`src/hw/rtl/cbm_pkg.sv`:
```
// Shared types, command codes and constants for the cartridge bank mapper.
`timescale 1ns / 1ps

package cbm_pkg;

  // Command codes
  localparam logic [2:0] CMD_WRITE    = 3'd0;
  localparam logic [2:0] CMD_CYCLES   = 3'd1;
  localparam logic [2:0] CMD_SCANLINE = 3'd2;
  localparam logic [2:0] CMD_PRG      = 3'd3;
  localparam logic [2:0] CMD_CHR      = 3'd4;

  // Configuration register indexes
  localparam logic CFG_BOARD_VARIANT = 1'b0;
  localparam logic CFG_CHR_IS_RAM    = 1'b1;

  // Register write windows, by address[15:12]
  localparam logic [3:0] WIN_PRG   = 4'h8;
  localparam logic [3:0] WIN_OUTER = 4'h9;
  localparam logic [3:0] WIN_CHR_A = 4'hA;
  localparam logic [3:0] WIN_CHR_B = 4'hB;
  localparam logic [3:0] WIN_IRQ   = 4'hC;

  // IRQ register selects, by address[1:0]
  localparam logic [1:0] IRQ_CNT_LO = 2'd0;
  localparam logic [1:0] IRQ_CNT_HI = 2'd1;
  localparam logic [1:0] IRQ_MODE   = 2'd2;
  localparam logic [1:0] IRQ_ENABLE = 2'd3;

  localparam int BANK_W = 15;

  typedef logic [3:0][7:0] reg4_t;
  typedef logic [7:0][7:0] reg8_t;

  typedef struct packed {
    logic [2:0]  command;
    logic [15:0] address;
    logic [7:0]  data;
    logic [7:0]  cycles;
  } in_word_t;

  typedef struct packed {
    logic [BANK_W-1:0] bank;
    logic              irq_line;
    logic [1:0]        mirroring;
  } out_word_t;

  // PRG mask chosen by outer_regs[1][1:0]
  function automatic logic [7:0] prg_mask(input logic [1:0] sel);
    logic [7:0] m;
    case (sel)
      2'd0:    m = 8'h3F;
      2'd1:    m = 8'h1F;
      2'd2:    m = 8'h2F;
      default: m = 8'h0F;
    endcase
    return m;
  endfunction

endpackage

```
`src/hw/rtl/cartridge_bank_mapper_with_irq_core.sv`:
```
// Cartridge bank mapper with cycle and scanline IRQ counters: top level.
//
// Takes one command word per clock while in_stall is low and returns one
// result word for each, in order. A word passes an input register, then one
// pass of register update and bank translation logic, then the result
// register, which holds the word while out_stall is high; the sustained
// rate is one word per cycle while out_stall is low. The input register fills
// while a result waits, so in_stall rises only when both stages are held.
// Configuration writes take effect at the next edge; the user must make them
// while no word is in flight, as the block itself does not enforce this.
`timescale 1ns / 1ps

module cartridge_bank_mapper_with_irq_core (
  input  logic                clk,
  input  logic                rst,
  input  logic                in_valid,
  output logic                in_stall,
  input  cbm_pkg::in_word_t   in_word,
  output logic                out_valid,
  input  logic                out_stall,
  output cbm_pkg::out_word_t  out_word,
  input  logic                cfg_write,
  input  logic                cfg_index,
  input  logic                cfg_data
);

  // Pipeline control
  logic              s1_valid;
  cbm_pkg::in_word_t s1_word;
  logic              advance;

  // Mapper state
  logic           board_variant;
  logic           chr_is_ram;
  cbm_pkg::reg4_t prg_regs;
  cbm_pkg::reg8_t chr_regs;
  cbm_pkg::reg4_t outer_regs;
  logic [15:0]    cycle_counter;
  logic [7:0]     line_latch;
  logic [7:0]     line_counter;
  logic           reload_flag;
  logic           irq_enabled;
  logic           scanline_mode;
  logic           auto_enable;
  logic           irq_pending;

  cbm_pkg::reg4_t prg_regs_next;
  cbm_pkg::reg8_t chr_regs_next;
  cbm_pkg::reg4_t outer_regs_next;
  logic [15:0]    cycle_counter_next;
  logic [7:0]     line_latch_next;
  logic [7:0]     line_counter_next;
  logic           reload_flag_next;
  logic           irq_enabled_next;
  logic           scanline_mode_next;
  logic           auto_enable_next;
  logic           irq_pending_next;

  logic [15:0] cycle_dec;
  logic [7:0]  line_step;
  logic [cbm_pkg::BANK_W-1:0] bank;

  assign advance  = !out_valid || !out_stall;
  assign in_stall = s1_valid && !advance;

  // Input register
  always_ff @(posedge clk) begin
    if (rst) begin
      s1_valid <= 1'b0;
    end else if (!in_stall) begin
      s1_valid <= in_valid;
    end
    if (!in_stall && in_valid) begin
      s1_word <= in_word;
    end
  end

  // Configuration registers
  always_ff @(posedge clk) begin
    if (rst) begin
      board_variant <= 1'b0;
      chr_is_ram    <= 1'b0;
    end else if (cfg_write) begin
      case (cfg_index)
        cbm_pkg::CFG_BOARD_VARIANT: board_variant <= cfg_data;
        default:                    chr_is_ram    <= cfg_data;
      endcase
    end
  end

  // Command execution: next state for the word in the input register
  assign cycle_dec = cycle_counter - {8'd0, s1_word.cycles};
  assign line_step = (line_counter == 8'd0 || reload_flag) ? line_latch
                                                           : line_counter - 8'd1;

  always_comb begin
    prg_regs_next      = prg_regs;
    chr_regs_next      = chr_regs;
    outer_regs_next    = outer_regs;
    cycle_counter_next = cycle_counter;
    line_latch_next    = line_latch;
    line_counter_next  = line_counter;
    reload_flag_next   = reload_flag;
    irq_enabled_next   = irq_enabled;
    scanline_mode_next = scanline_mode;
    auto_enable_next   = auto_enable;
    irq_pending_next   = irq_pending;
    case (s1_word.command)
      cbm_pkg::CMD_WRITE: begin
        unique case (s1_word.address[15:12])
          cbm_pkg::WIN_PRG: prg_regs_next[s1_word.address[1:0]] = s1_word.data;
          cbm_pkg::WIN_OUTER: outer_regs_next[s1_word.address[1:0]] = s1_word.data;
          cbm_pkg::WIN_CHR_A, cbm_pkg::WIN_CHR_B: begin
            chr_regs_next[{s1_word.address[12], s1_word.address[1:0]}] = s1_word.data;
          end
          cbm_pkg::WIN_IRQ: begin
            unique case (s1_word.address[1:0])
              cbm_pkg::IRQ_CNT_LO: begin
                if (auto_enable) irq_enabled_next = 1'b0;
                cycle_counter_next[7:0] = s1_word.data;
              end
              cbm_pkg::IRQ_CNT_HI: begin
                if (auto_enable) irq_enabled_next = 1'b1;
                cycle_counter_next[15:8] = s1_word.data;
                reload_flag_next = 1'b1;
                line_latch_next  = s1_word.data;
              end
              cbm_pkg::IRQ_MODE: begin
                irq_enabled_next   = s1_word.data[0];
                scanline_mode_next = s1_word.data[1];
                auto_enable_next   = s1_word.data[2];
              end
              default: irq_enabled_next = s1_word.data[0];
            endcase
            irq_pending_next = 1'b0;
          end
          default: ;
        endcase
      end
      cbm_pkg::CMD_CYCLES: begin
        // down-count only in cycle mode, while armed and while the counter is nonzero
        if (!scanline_mode && irq_enabled && cycle_counter != 16'd0) begin
          cycle_counter_next = cycle_dec;
          if (cycle_dec == 16'd0 || cycle_dec[15]) irq_pending_next = 1'b1;
        end
      end
      cbm_pkg::CMD_SCANLINE: begin
        if (scanline_mode) begin
          line_counter_next = line_step;
          if (line_step == 8'd0 && irq_enabled) irq_pending_next = 1'b1;
          reload_flag_next = 1'b0;
        end
      end
      default: ;
    endcase
  end

  // Lookups read the state as it stands before the word
  cbm_lookup u_lookup (
    .command       (s1_word.command),
    .address       (s1_word.address),
    .prg_regs      (prg_regs),
    .chr_regs      (chr_regs),
    .outer_regs    (outer_regs),
    .board_variant (board_variant),
    .chr_is_ram    (chr_is_ram),
    .bank          (bank)
  );

  // State registers
  always_ff @(posedge clk) begin
    if (rst) begin
      prg_regs      <= {8'hFF, 8'hFE, 8'hFD, 8'hFC};
      chr_regs      <= {8'd7, 8'd6, 8'd5, 8'd4, 8'd3, 8'd2, 8'd1, 8'd0};
      outer_regs    <= {8'h00, 8'h00, 8'h40, 8'h00};
      cycle_counter <= '0;
      line_latch    <= '0;
      line_counter  <= '0;
      reload_flag   <= 1'b0;
      irq_enabled   <= 1'b0;
      scanline_mode <= 1'b0;
      auto_enable   <= 1'b0;
      irq_pending   <= 1'b0;
    end else if (s1_valid && advance) begin
      prg_regs      <= prg_regs_next;
      chr_regs      <= chr_regs_next;
      outer_regs    <= outer_regs_next;
      cycle_counter <= cycle_counter_next;
      line_latch    <= line_latch_next;
      line_counter  <= line_counter_next;
      reload_flag   <= reload_flag_next;
      irq_enabled   <= irq_enabled_next;
      scanline_mode <= scanline_mode_next;
      auto_enable   <= auto_enable_next;
      irq_pending   <= irq_pending_next;
    end
  end

  // Result register
  always_ff @(posedge clk) begin
    if (rst) begin
      out_valid <= 1'b0;
    end else if (advance) begin
      out_valid <= s1_valid;
    end
    if (advance && s1_valid) begin
      out_word.bank      <= bank;
      out_word.irq_line  <= irq_pending_next;
      out_word.mirroring <= outer_regs_next[2][1:0];
    end
  end

endmodule

```
`src/hw/rtl/cbm_lookup.sv`:
```
// Bank translation for PRG and CHR lookups, combinational.
`timescale 1ns / 1ps

module cbm_lookup (
  input  logic [2:0]                  command,
  input  logic [15:0]                 address,
  input  cbm_pkg::reg4_t              prg_regs,
  input  cbm_pkg::reg8_t              chr_regs,
  input  cbm_pkg::reg4_t              outer_regs,
  input  logic                        board_variant,
  input  logic                        chr_is_ram,
  output logic [cbm_pkg::BANK_W-1:0]  bank
);

  logic [7:0] prg_slot;
  logic [7:0] prg_masked;
  logic [6:0] prg_base;
  logic [7:0] chr_wide;
  logic [7:0] chr_narrow;
  logic [cbm_pkg::BANK_W-1:0] prg_bank;
  logic [cbm_pkg::BANK_W-1:0] chr_bank;

  // PRG: 8K slots from 0x6000, top slot fixed to the last bank
  always_comb begin
    case (address[15:13])
      3'd3:    prg_slot = prg_regs[3];
      3'd4:    prg_slot = prg_regs[0];
      3'd5:    prg_slot = prg_regs[1];
      3'd6:    prg_slot = prg_regs[2];
      default: prg_slot = 8'hFF;
    endcase
    prg_masked = prg_slot & cbm_pkg::prg_mask(outer_regs[1][1:0]);
    prg_base   = {outer_regs[0][5:3], 4'b0000};
    if (address < 16'h6000) begin
      prg_bank = '0;
    end else begin
      prg_bank = {7'd0, prg_masked | {1'b0, prg_base}};
    end
  end

  // CHR: 2K board uses regs 0,1,6,7; 1K board adds the outer CHR base
  always_comb begin
    case (address[12:11])
      2'd0:    chr_wide = chr_regs[0];
      2'd1:    chr_wide = chr_regs[1];
      2'd2:    chr_wide = chr_regs[6];
      default: chr_wide = chr_regs[7];
    endcase
    chr_narrow = chr_regs[address[12:10]] & (outer_regs[1][6] ? 8'hFF : 8'h7F);
    if (address[15:13] != 3'd0 || chr_is_ram) begin
      chr_bank = '0;
    end else if (board_variant) begin
      chr_bank = {7'd0, chr_wide};
    end else begin
      chr_bank = {outer_regs[3], 7'd0} | {7'd0, chr_narrow};
    end
  end

  always_comb begin
    case (command)
      cbm_pkg::CMD_PRG: bank = prg_bank;
      cbm_pkg::CMD_CHR: bank = chr_bank;
      default:          bank = '0;
    endcase
  end

endmodule

```
`config.mk`:
```
export PLATFORM = sky130hd
export DESIGN_NAME = cartridge_bank_mapper_with_irq_core
export DESIGN_NICKNAME = d
export VERILOG_FILES = /design/src/hw/rtl/cbm_pkg.sv /design/src/hw/rtl/cartridge_bank_mapper_with_irq_core.sv /design/src/hw/rtl/cbm_lookup.sv
export SDC_FILE = /design/constraint.sdc
export NUM_CORES = 1
export LEC_CHECK = 0
export BUFFER_PORTS_ARGS = -buffer_cell sky130_fd_sc_hd__clkbuf_2
export CAP_MARGIN = 40
export CORE_MARGIN = 2
export CORE_UTILIZATION = 60
export DETAILED_ROUTE_END_ITERATION = 8
export GPL_ROUTABILITY_DRIVEN = 0
export GPL_TIMING_DRIVEN = 0
export PLACE_DENSITY = 0.82
export SLEW_MARGIN = 5
export SYNTH_ARGS = -nofsm -noshare
export SYNTH_HDL_FRONTEND = slang
export SYNTH_SLANG_ARGS = --single-unit
```
`constraint.sdc`:
```
create_clock -name clk -period 3.9 [get_ports clk]
set_input_delay 0.585 -clock clk [delete_from_list [all_inputs] [get_ports clk]]
set_output_delay 0.585 -clock clk [all_outputs]
set_load 0.01 [all_outputs]
```
**Word-level counts from Yosys, hierarchy flattened**

Index checks and enable logic that the tools add are counted.

- Memories: 0
- ROM bits: 0
- Output and inout bits: 20
- Bits of input ports: 42
- Bits in writable memories: 0
- Bits in latches: 0
- Bits in registers: 222
- Logic and storage cells: 155

- Bitwise logic cells: 5
- $mul: 0
- Add/subtract/negate cells: 2
- Order comparisons: 6
- Multiplexer cells: 38
- Reduce and logical (&&, ||, !) cells: 41
- Shifts and indexed selects: 0
- Div/mod/pow operators: 0
- Eq/ne operators: 26

Operator list:

| kind | number |
|---|---|
| $bwmux 32 | 2 |
| $bwmux 64 | 1 |
| $mux 8 | 8 |
| $mux 18 | 2 |
| $mux 16 | 2 |
| $pmux 16 s2 | 1 |
| $pmux 8 s4 | 1 |
| $mux 15 | 2 |
| $pmux 15 s2 | 1 |
| $bmux 8 s3 | 1 |
| $demux 8 s3 | 1 |
| $pmux 8 s3 | 1 |
| $eq 4x4->1 const B | 5 |
| $reduce_and 5->1 | 4 |
| $pmux 6 s3 | 1 |
| $demux 8 s2 | 1 |
| $logic_not 16->1 | 1 |
| $logic_not 8->1 | 2 |
| $lt 16x15->1 const B | 1 |
| $reduce_bool 16->1 | 1 |
| $sub 16x8->16 | 1 |
| $or 15x8->15 | 1 |
| $eq 3x3->1 const B | 4 |
| $ne 2x2->1 const B | 6 |
| other kinds (28) | 67 |

**Longest topological paths before layout**

Gate-level depths: netlist of run 1.

- Depth in word-level cells: 8
- Mapped depth: 10
- Depth with buffers taken out: 10

**Cells and area by module**

A second synthesis of run 1 with hierarchy kept.

- Cell total of the unflattened synthesis: 1073
- Area total of the unflattened synthesis: 10312.4 µm²

Modules (own cells, without submodules):

| module | times used | seq. area each (µm²) | area each (µm²) | cells each |
|---|---|---|---|---|
| cartridge_bank_mapper_with_irq_core | 1 | 4974.8 | 9120.0 | 967 |
| cbm_lookup | 1 | 0.0 | 1192.4 | 106 |

**Worst setup path before layout of run 1**

Ideal clock, no wire load.

- Path kind: input -> register
- Start: in out_stall
- End: reg cycle_counter[7]
- Required time: 3772 ps
- Library setup time: 128 ps
- Slack: 1379 ps
- Arrival: 2394 ps
- Stages on the path: 6
- Buffers on the path: 2
- Cells stage by stage: a21boi_1 > clkbuf_1 > o221a_1 > buf_4 > mux2i_1 > nor2_1

- Longest elaborated chain between the ends: 4

Ends and longest elaborated chain:

| item | RTL line | RTL |
|---|---|---|
| from (decl) | cartridge_bank_mapper_with_irq_core.sv:20 | `input logic out_stall,` |
| $logic_not 1->1 | cartridge_bank_mapper_with_irq_core.sv:63 | `assign advance = !out_valid \|\| !out_stall;` |
| $logic_or 1x1->1 | cartridge_bank_mapper_with_irq_core.sv:63 |  |
| $logic_and 1x1->1 | cartridge_bank_mapper_with_irq_core.sv:184 | `end else if (s1_valid && advance) begin` |
| $reduce_and 5->1 (no source line) | -- |  |
| to (signal assigned) | cartridge_bank_mapper_with_irq_core.sv:188 | `cycle_counter <= cycle_counter_next;` |
| to (decl) | cartridge_bank_mapper_with_irq_core.sv:38 | `logic [15:0] cycle_counter;` |

No other way between the ends.
A chain may end at the register's enable or synchronous reset.

**Worst setup path in the final report of run 1**

- Start: reg s1_word[7] in the netlist's numbering
- End: reg out_word[2] in the netlist's numbering, data pin

- Longest elaborated chain between the ends: 6

Ends and longest elaborated chain:

| item | RTL line | RTL |
|---|---|---|
| from (decl) | cartridge_bank_mapper_with_irq_core.sv:29 | `cbm_pkg::in_word_t s1_word;` |
| from (signal assigned) | cartridge_bank_mapper_with_irq_core.sv:74 | `s1_word <= in_word;` |
| $sub 16x8->16 * | cartridge_bank_mapper_with_irq_core.sv:92 | `assign cycle_dec = cycle_counter - {8'd0, s1_word.cycles};` |
| $logic_not 16->1 | cartridge_bank_mapper_with_irq_core.sv:144 | `if (cycle_dec == 16'd0 \|\| cycle_dec[15]) irq_pending_next = 1'b1;` |
| $logic_or 1x1->1 * | cartridge_bank_mapper_with_irq_core.sv:144 |  |
| $mux 1 * | cartridge_bank_mapper_with_irq_core.sv:144 |  |
| $mux 1 * | cartridge_bank_mapper_with_irq_core.sv:142 | `if (!scanline_mode && irq_enabled && cycle_counter != 16'd0) begin` |
| $pmux 1 s3 * | cartridge_bank_mapper_with_irq_core.sv:108 | `case (s1_word.command)` |
| net irq_pending_next | cartridge_bank_mapper_with_irq_core.sv:57 | `logic irq_pending_next;` |
| to (decl) | cartridge_bank_mapper_with_irq_core.sv:21 | `output cbm_pkg::out_word_t out_word,` |

Mark *: on every way through the listed nets, which the timed path passes. The rest lies on a longest branch.

==> out/results.ini, run 1 <==
[status]
status=completed

[route]
wl_per_cell_um=19.9
wl_um=24300
drt_iter0_markers=957
dr_total_vias=7669
viasPerCell=6.30
drc=0
drt-pass1-iter-count=5
ant_nets=0

[global_route]
grt_pass1_vias=7117
grt_overflow=0
grt_use_total_pct=30.6
grt_max_degree=28
grt_pass1_wl_um=38100
antenna_found_initial=0

[critical_path]
reg2reg_depth=10
worst_setup_path_start_kind=flip-flop
startpoint=s1_word[7]
r2r_end=out_word[2]
reg2reg_slack_ns=1.09
cp_max_fo=8
critPathKind=reg -> reg
cp-end-kind=flip-flop
r2r-start=s1_word[7]
arrival_ns=3.06
required_ns=4.15

[clocking]
clock_path_buffers=2
cts_made_buffers=17
clockRootBuffer=clkbuf_16
post_cts_buffers=0
cts_resized=0
clock_sinks=190
insertion_delay_ns=0.45
cts_hold_repair.buffers=0
clk_pin_slew_worst_paths_ns=0.08
htree_num_levels=4
cts_tree=done

[yosys]
synth_top_area_share_pct=31.7
synthCells=944
syn_nets=996
synth-edff-count=45
ys_seq_area_share_pct=46.4
syn_area_per_cell_sq_um=9.70
ys.flop_type=dfxtp_1
synthesis.area_sq_um=9160
ys_types=69
synthArstFlopShare_pct=0
synth_seq_cells=190
yosysWarnings=0
yosys.area.top_type=dfxtp_1
synth.area.top_cells=dfxtp_1 32%, edfxtp_1 15%, mux2i_1 8.4%, nor2_1 5.9%, mux4_2 5.2%

[sta]
worstMarginPinSlew_ns=0.819
finClkSkew_ns=0.0135
finalSetupTns_ns=0
finalHoldViolations=0
fin_crit_ns=2.81
finalSetupViolCount=0
slew_viol_final=0
grt_setup_unrepaired=no
period_share_pct=71.9
max_slew_margin_pct=45.4
max_freq_mhz=356

[placement]
portBuffers=52
detailed_place_hpwl_um=16400
dp.cells=1186
placed_area_sq_um=9700

[die]
ios=62
dieArea_sq_um=16300
num_rows=45
start_util_pct=60.9
die_y_um=128
dieWidth_um=128
core_sq_um=15000

[pwr]
p_leak_nw=3.70
power.total_mw=4.22
powerDensity_nw_per_um2=408
peakVddDrop_mv=0.337

[final_layout]
nets=1069
drive_gt1_share_pct=14.0
stdcell_count=1218
diodes=0
fin_area_sq_um=10300
syn_to_final_growth_pct=12.8

[worst_hold_path]
hold_class=in -> reg
hold_depth=1
min_from=in_word[7]
min_to=s1_word[7]

[flow_run]
cap_violations=0

[cell usage after synthesis, types with 10 or more instances]
cell type,instances
dfxtp_1,145
nor2_1,143
a21oi_1,80
mux2i_1,77
nand2_1,56
edfxtp_1,45
clkbuf_1,44
nor2b_1,36
o21ai_0,36
a211o_1,34
inv_1,24
mux4_2,21
nand3_1,18
nand2b_1,15
nor3_1,12
and2_1,10
[sequential cells by signal, summed over array words and instances, names as in the netlist, 8 cells and up]
register       flops
line_counter       8
out_word          18
outer_regs        16
line_latch         8
chr_regs          64
prg_regs          24
cycle_counter     16
s1_word           27
[layout by cell type (no fill, tap or decap), types with 5 or more instances in the layout]
master     count
clkbuf_1      48
nand2_1       56
nor2_1       143
buf_2          9
ha_1           9
edfxtp_1      45
mux2i_1       77
buf_1          6
nor3_1        12
nand3b_1       5
a211o_1       34
o21ai_0       36
clkbuf_2      53
nor2_4         5
mux2_2         5
nand3_1       18
inv_1         24
and2_1        10
nor2b_1       35
o211ai_1       6
mux4_2        21
nand2b_1      15
o21ai_1        5
nand4_1        7
dfxtp_1      145
a21oi_1       80
clkbuf_16     18
o22ai_1        7
[final cells by class]
| class | instances | area (sq um) |
|---|---|---|
| fill | 1142 | 4700 |
| multi-input combinational | 669 | 4570 |
| sequential | 190 | 4250 |
| clock buffer | 24 | 483 |
| timing repair buffer | 54 | 293 |
| buffer | 60 | 248 |
| tap | 188 | 235 |
| clock inverter | 8 | 155 |
| inverter | 25 | 93.8 |
[worst max-delay path by stage]
stage	end	slack (ns)	cells after the start
floorplan	cycle_counter[7]	1.38	6
finish	out_word[2]	1.09	10
CTS	out_word[7]	1.15	5
global placement	line_counter[0]	0.33	7
global route	out_word[7]	0.99	5
detailed placement	cycle_counter[0]	0.95	7
[through the flow]
step | hold slack [ns] | util [%] | setup WS (ns)
6_report | 0.303 | 68.7 | 1.09
5_1_grt | 0.305 | 68.7 | 0.993
4_1_cts | 0.311 | 68.7 | 1.15
3_5_place_dp | 0.447 | 64.5 | 0.946
3_3_place_gp | 0.436 | 64.2 | 0.328
2_1_floorplan | 0.427 | - | 1.38
[routing by layer]
layer / up-vias / track usage (%) / routed length (um)
met1: 3675 / 42.4 / 10400
li1: 3541 / - / -
met3: 66 / 7.91 / 2460
met5: - / 0 / 0
met4: 0 / 11.8 / 792
met2: 387 / 46.2 / 10600
[report_power, final]
group,internal (mW),total (mW),switching [mW]
clock network,1.13,1.89,0.757
logic,0.0827,0.267,0.184
registers,2.04,2.06,0.0195
[critical path, cell delays in order, from the launching register on]
cell and delay (ns):
edfxtp_1 0.37, inv_1 0.07, ha_1 0.22, clkbuf_1 0.20, a21oi_1 0.44, nand2_1 0.12, a221o_1 0.38, nor4_1 0.16
and4_1 0.24, nand4_1 0.15, a21oi_1 0.27
[kinds of logic after synthesis]
| kind of cell | count (synthesis) | share of synthesized area [%] |
|---|---|---|
| and+or+nand+nor | 337 | 18.4 |
| DFF | 190 | 46.4 |
| xor gates and xnor gates | 8 | 0.765 |
| adders and majority gates | 10 | 1.45 |
| muxes | 103 | 14.2 |
| AOI/OAI and AO/OA | 211 | 15.0 |
| buffers and inverters | 85 | 3.72 |
No activity file was read; power rests on OpenSTA's default activity.
==> run 2, diff against run 1 <==
==> constraint.sdc (replaced) <==
create_clock -name clk -period 2.8 [get_ports clk]
set_input_delay 0.42 -clock clk [delete_from_list [all_inputs] [get_ports clk]]
set_output_delay 0.42 -clock clk [all_outputs]
set_load 0.01 [all_outputs]
==> run 2 against run 1 <==
  * Sequential power rose by 39%
  * Non-clock buffer count rose by 1
  * Total power is 39% higher
  * Critical endpoint is now chr_regs[31]
==> out/results.ini, run 2 (synthesis results as in run 1) <==
[status]
status=completed

[sta]
finClkSkew_ns=0.0109
worstMarginPinSlew_ns=0.815
setup_ws_ns=0.133
period_share_pct=95.3
slew_viol_final=0
finalSetupTns_ns=0
max_slew_margin_pct=45.7
finalSetupViolCount=0
grt_setup_unrepaired=no
fin_crit_ns=2.67
finalHoldViolations=0
max_freq_mhz=375

[pwr]
power.internal_mw=4.54
p_switching_mw=1.32
powerDensity_nw_per_um2=565
combPwrFrac_pct=6.4
swShare_pct=22.5
seqPwrFrac_pct=49.0
p_clk_share_pct=44.6
p_leak_nw=3.71
power.total_mw=5.86
peakVddDrop_mv=0.468

[die]
dieArea_sq_um=16300
num_rows=45
start_util_pct=60.9
ios=62
die_y_um=128
core_sq_um=15000
dieWidth_um=128

[final_layout]
diodes=0
drive_gt1_share_pct=14.5
fillerInstances=1136
top_regs=chr_regs x64, s1_word x27, prg_regs x24
syn_to_final_growth_pct=13.2
mostFrequentLayoutCell=dfxtp_1
layout_common_cells=145 x dfxtp_1, 143 x nor2_1, 78 x a21oi_1, 77 x mux2i_1, 56 x nand2_1
register_area_sq_um=4250
top_register=chr_regs
largest_reg_flops=64
multiInputGateArea_sq_um=4590
nets=1070

[route]
met1_length_um=10200
dr_total_vias=7615
routed.top_layer=met4
ant_nets=0
drt_iter0_markers=1009
viasPerCell=6.25
wl_per_cell_um=19.8
route.met3.wl_um=2630
wl_um=24200
drc=0
met2WireLength_um=10600
drt-pass1-iter-count=6

[clocking]
clock_path_buffers=2
htree_num_levels=4
clk_pin_slew_worst_paths_ns=0.07
clock_sinks=190
cts_hold_repair.buffers=0
insertion_delay_ns=0.44
cts_tree=done
clockRootBuffer=clkbuf_16
cts_made_buffers=17

[global_route]
grt_use_total_pct=30.6
grt_max_degree=28
grt_overflow=0
antenna_found_initial=0
grt_pass1_vias=7117
grt_pass1_wl_um=38100

[critical_path]
r2r_end=chr_regs[31]
critPathKind=reg -> reg
cp-end-kind=flip-flop
cp_max_fo=10
required_ns=3.11
reg2reg_slack_ns=0.13
r2r-start=s1_word[33]
worst_setup_path_start_kind=flip-flop
startpoint=s1_word[33]
reg2reg_depth=8
arrival_ns=2.97
cp-endpoint=chr_regs[31]

[placement]
detailed_place_hpwl_um=16400
portBuffers=52
place_ws_ns=0.0110

[flow_run]
cap_violations=0

[worst_hold_path]
hold_class=in -> reg

[run 2: per-stage QoR]
| stage | util (%) | hold WS (ns) | area [sq um] | cells |
|---|---|---|---|---|
| floorplan | - | 0.427 | 9160 | 944 |
| global placement | 64.2 | 0.436 | 9650 | 1184 |
| detailed placement | 64.5 | 0.447 | 9700 | 1186 |
| CTS | 68.7 | 0.146 | 10300 | 1218 |
| global route | 69.0 | 0.140 | 10400 | 1219 |
| finish | 69.0 | 0.150 | 10400 | 1219 |
[run 2: cell type report]
cell class                      instances  share of cell area (%)
Multi-Input combinational cell        669                    44.2
Sequential cell                       190                    41.0
Clock buffer                           24                    4.66
Timing Repair Buffer                   55                    3.02
Buffer                                 60                    2.40
Tap cell                              188                    2.27
Clock inverter                          8                    1.50
Inverter                               25                   0.905
[run 2: critical path, cell delays in order, from the launching register on]
cell and delay, ns:
edfxtp_1 0.37, clkbuf_1 0.22, or3_1 0.48, nand2b_4 0.21, nor2_2 0.20, nand2_1 0.23
nor2_4 0.44, mux2i_1 0.32, nor2_1 0.06
[run 2: power by group through the flow]
stage	logic, mW	clock network [mW]	registers [mW]
after detailed placement	0.360	0	2.93
after global routing	0.398	2.75	2.88
after floorplan	0.216	0	2.93
after CTS	0.362	2.62	2.87
after global placement	0.348	0	2.93
final	0.373	2.61	2.87
[run 2: worst min-delay path by stage]
stage / start / slack, ns / to / cells after the start
2_1_floorplan: prg_regs[3] / 0.43 / prg_regs[3] / 1
5_1_grt: in_word[29] / 0.14 / s1_word[29] / 1
6_report: in_word[7] / 0.15 / s1_word[7] / 1
3_5_place_dp: prg_regs[2] / 0.45 / prg_regs[2] / 1
3_3_place_gp: prg_regs[3] / 0.44 / prg_regs[3] / 1
4_1_cts: in_word[29] / 0.15 / s1_word[29] / 1
[run 2: repair_timing]
item	4_1_cts	5_1_grt
resized for setup	0	6
hold endpoints to repair	0	0
endpoints found under the setup margin	0	9
setup buffers	0	1
[run 2: routing by layer]
metal,GRT usage [%],up-vias
li1,-,3556
met1,42.4,3570
met2,46.2,418
met3,7.91,71
met4,11.8,0
met5,0,-
==> run 3, diff against run 2 <==
--- a/config.mk
+++ b/config.mk
@@ -8,11 +8,11 @@
 export BUFFER_PORTS_ARGS = -buffer_cell sky130_fd_sc_hd__clkbuf_2
 export CAP_MARGIN = 40
 export CORE_MARGIN = 2
-export CORE_UTILIZATION = 60
+export CORE_UTILIZATION = 59
 export DETAILED_ROUTE_END_ITERATION = 8
 export GPL_ROUTABILITY_DRIVEN = 0
 export GPL_TIMING_DRIVEN = 0
-export PLACE_DENSITY = 0.82
+export PLACE_DENSITY = 0.81
 export SLEW_MARGIN = 5
 export SYNTH_ARGS = -nofsm -noshare
 export SYNTH_HDL_FRONTEND = slang
==> run 3 against run 2 <==
  * Final area shrank 0.37%
  * First-iteration DRC count shrank 7.5%
  * Sequential share of layout area grew 0.17 points
  * Sequential cell count is the same
  * Cell count barely moved
==> out/results.ini, run 3 (synthesis results as in run 1) <==
[global_route]
grt_pass1_vias=7078
grt_use_total_pct=30.3
antenna_found_initial=0
grt_overflow=0
grt_pass1_wl_um=38100
grt_max_degree=28

[worst_hold_path]
hold_class=in -> reg
hold_depth=1

[sta]
setup_ws_ns=0.140
max_freq_mhz=376
hold_ws_ns=0.141
max_slew_margin_pct=49.4
fin_crit_ns=2.66
finalHoldViolations=0
finalSetupViolCount=0
period_share_pct=95.0
grt_setup_unrepaired=no
worstMarginPinSlew_ns=0.759
finClkSkew_ns=0.0107
slew_viol_final=0

[final_layout]
largest_reg_flops=64
top_regs=chr_regs x64, s1_word x27, prg_regs x24
drive_gt1_share_pct=14.8
fillerInstances=1167
nets=1069
syn_to_final_growth_pct=12.8
mostFrequentLayoutCell=dfxtp_1
layout_common_cells=144 x dfxtp_1, 143 x nor2_1, 78 x a21oi_1, 77 x mux2i_1, 56 x nand2_1
multiInputGateArea_sq_um=4590
top_register=chr_regs
diodes=0
register_area_sq_um=4260

[clocking]
cts_tree=done
insertion_delay_ns=0.45
clock_sinks=190
cts_made_buffers=17
htree_num_levels=4
post_cts_buffers=0
clock_path_buffers=2
clockRootBuffer=clkbuf_16
clk_pin_slew_worst_paths_ns=0.07

[die]
die_y_um=129
start_util_pct=60.2
ios=62
dieArea_sq_um=16500
dieWidth_um=129
core_sq_um=15200
num_rows=45

[route]
route.met3.wl_um=2710
met1_length_um=10300
ant_nets=0
viasPerCell=6.24
drc=0
wl_um=24200
drt_iter0_markers=933
dr_total_vias=7604
wl_per_cell_um=19.8
routed.top_layer=met4
met2WireLength_um=10500
drt-pass1-iter-count=6

[placement]
detailed_place_hpwl_um=16600
place_ws_ns=0.0617
portBuffers=52

[critical_path]
critPathKind=reg -> reg
cp-end-kind=flip-flop
required_ns=3.13
worst_setup_path_start_kind=flip-flop
cp_max_fo=10
arrival_ns=2.99
reg2reg_depth=8

[pwr]
powerDensity_nw_per_um2=561
power.total_mw=5.79
peakVddDrop_mv=0.552
p_leak_nw=3.70

[status]
status=completed

[flow_run]
cap_violations=0

[run 3: cell types whose count changed in the layout (fill, tap and decap cells not counted), sizes merged]
cell / before / now
inv: 25 / 33
buf: 20 / 16
clkbuf: 119 / 115
bufinv: 4 / 3
clkdlybuf4s18: 0 / 1
clkinv: 4 / 3
[run 3: where the power goes]
part           switching, mW  internal [mW]
registers             0.0264           2.84
logic                  0.257          0.116
clock network           1.12           1.43
[run 3: worst max-delay path: stages (launching register included)]
cell      delay [ns]
edfxtp_1        0.38
clkbuf_1        0.22
or3_1           0.50
nand2b_4        0.21
inv_2           0.09
nand4_4         0.21
nor3_4          0.55
nor2b_1         0.10
a211o_1         0.28
[run 3: what timing repair did]
| item | 4_1_cts | 5_1_grt |
|---|---|---|
| hold buffers | 0 | 0 |
| gates resized for setup | 0 | 6 |
| setup endpoints to repair | 0 | 6 |
[run 3: area by class of cell]
class | count | area share (%)
flip-flops and latches | 190 | 41.2
clock inverters | 14 | 1.71
repair buffers | 54 | 2.88
plain buffers | 60 | 2.41
multi-input cells | 669 | 44.5
well taps | 188 | 2.28
inverters | 25 | 0.908
clock buffers | 18 | 4.15
[run 3: worst paths after layout]
| check | startpoint | to | slack, ns |
|---|---|---|---|
| setup / recovery | s1_word[33] | chr_regs[34] | 0.14 |
| hold / removal | in_word[31] | s1_word[31] | 0.14 |
| setup reg to reg | s1_word[33] | chr_regs[34] | 0.14 |
| hold reg to reg | prg_regs[2] | prg_regs[2] | 0.46 |
[run 3: through the flow]
step           std cells  utilization [%]  TNS [ns]  area, sq um
6_report            1218             68.0         0        10300
5_1_grt             1218             68.0         0        10300
4_1_cts             1218             67.8         0        10300
3_5_place_dp        1186             63.8         0         9700
3_3_place_gp        1184             63.5    -21.49         9650
2_1_floorplan        944                -         0         9160
[run 3: metal layers]
layer  track usage [%]  up-vias
li1                  -     3541
met1              43.3     3561
met2              44.9      445
met3              7.19       57
met4              11.4        0
met5                 0        -
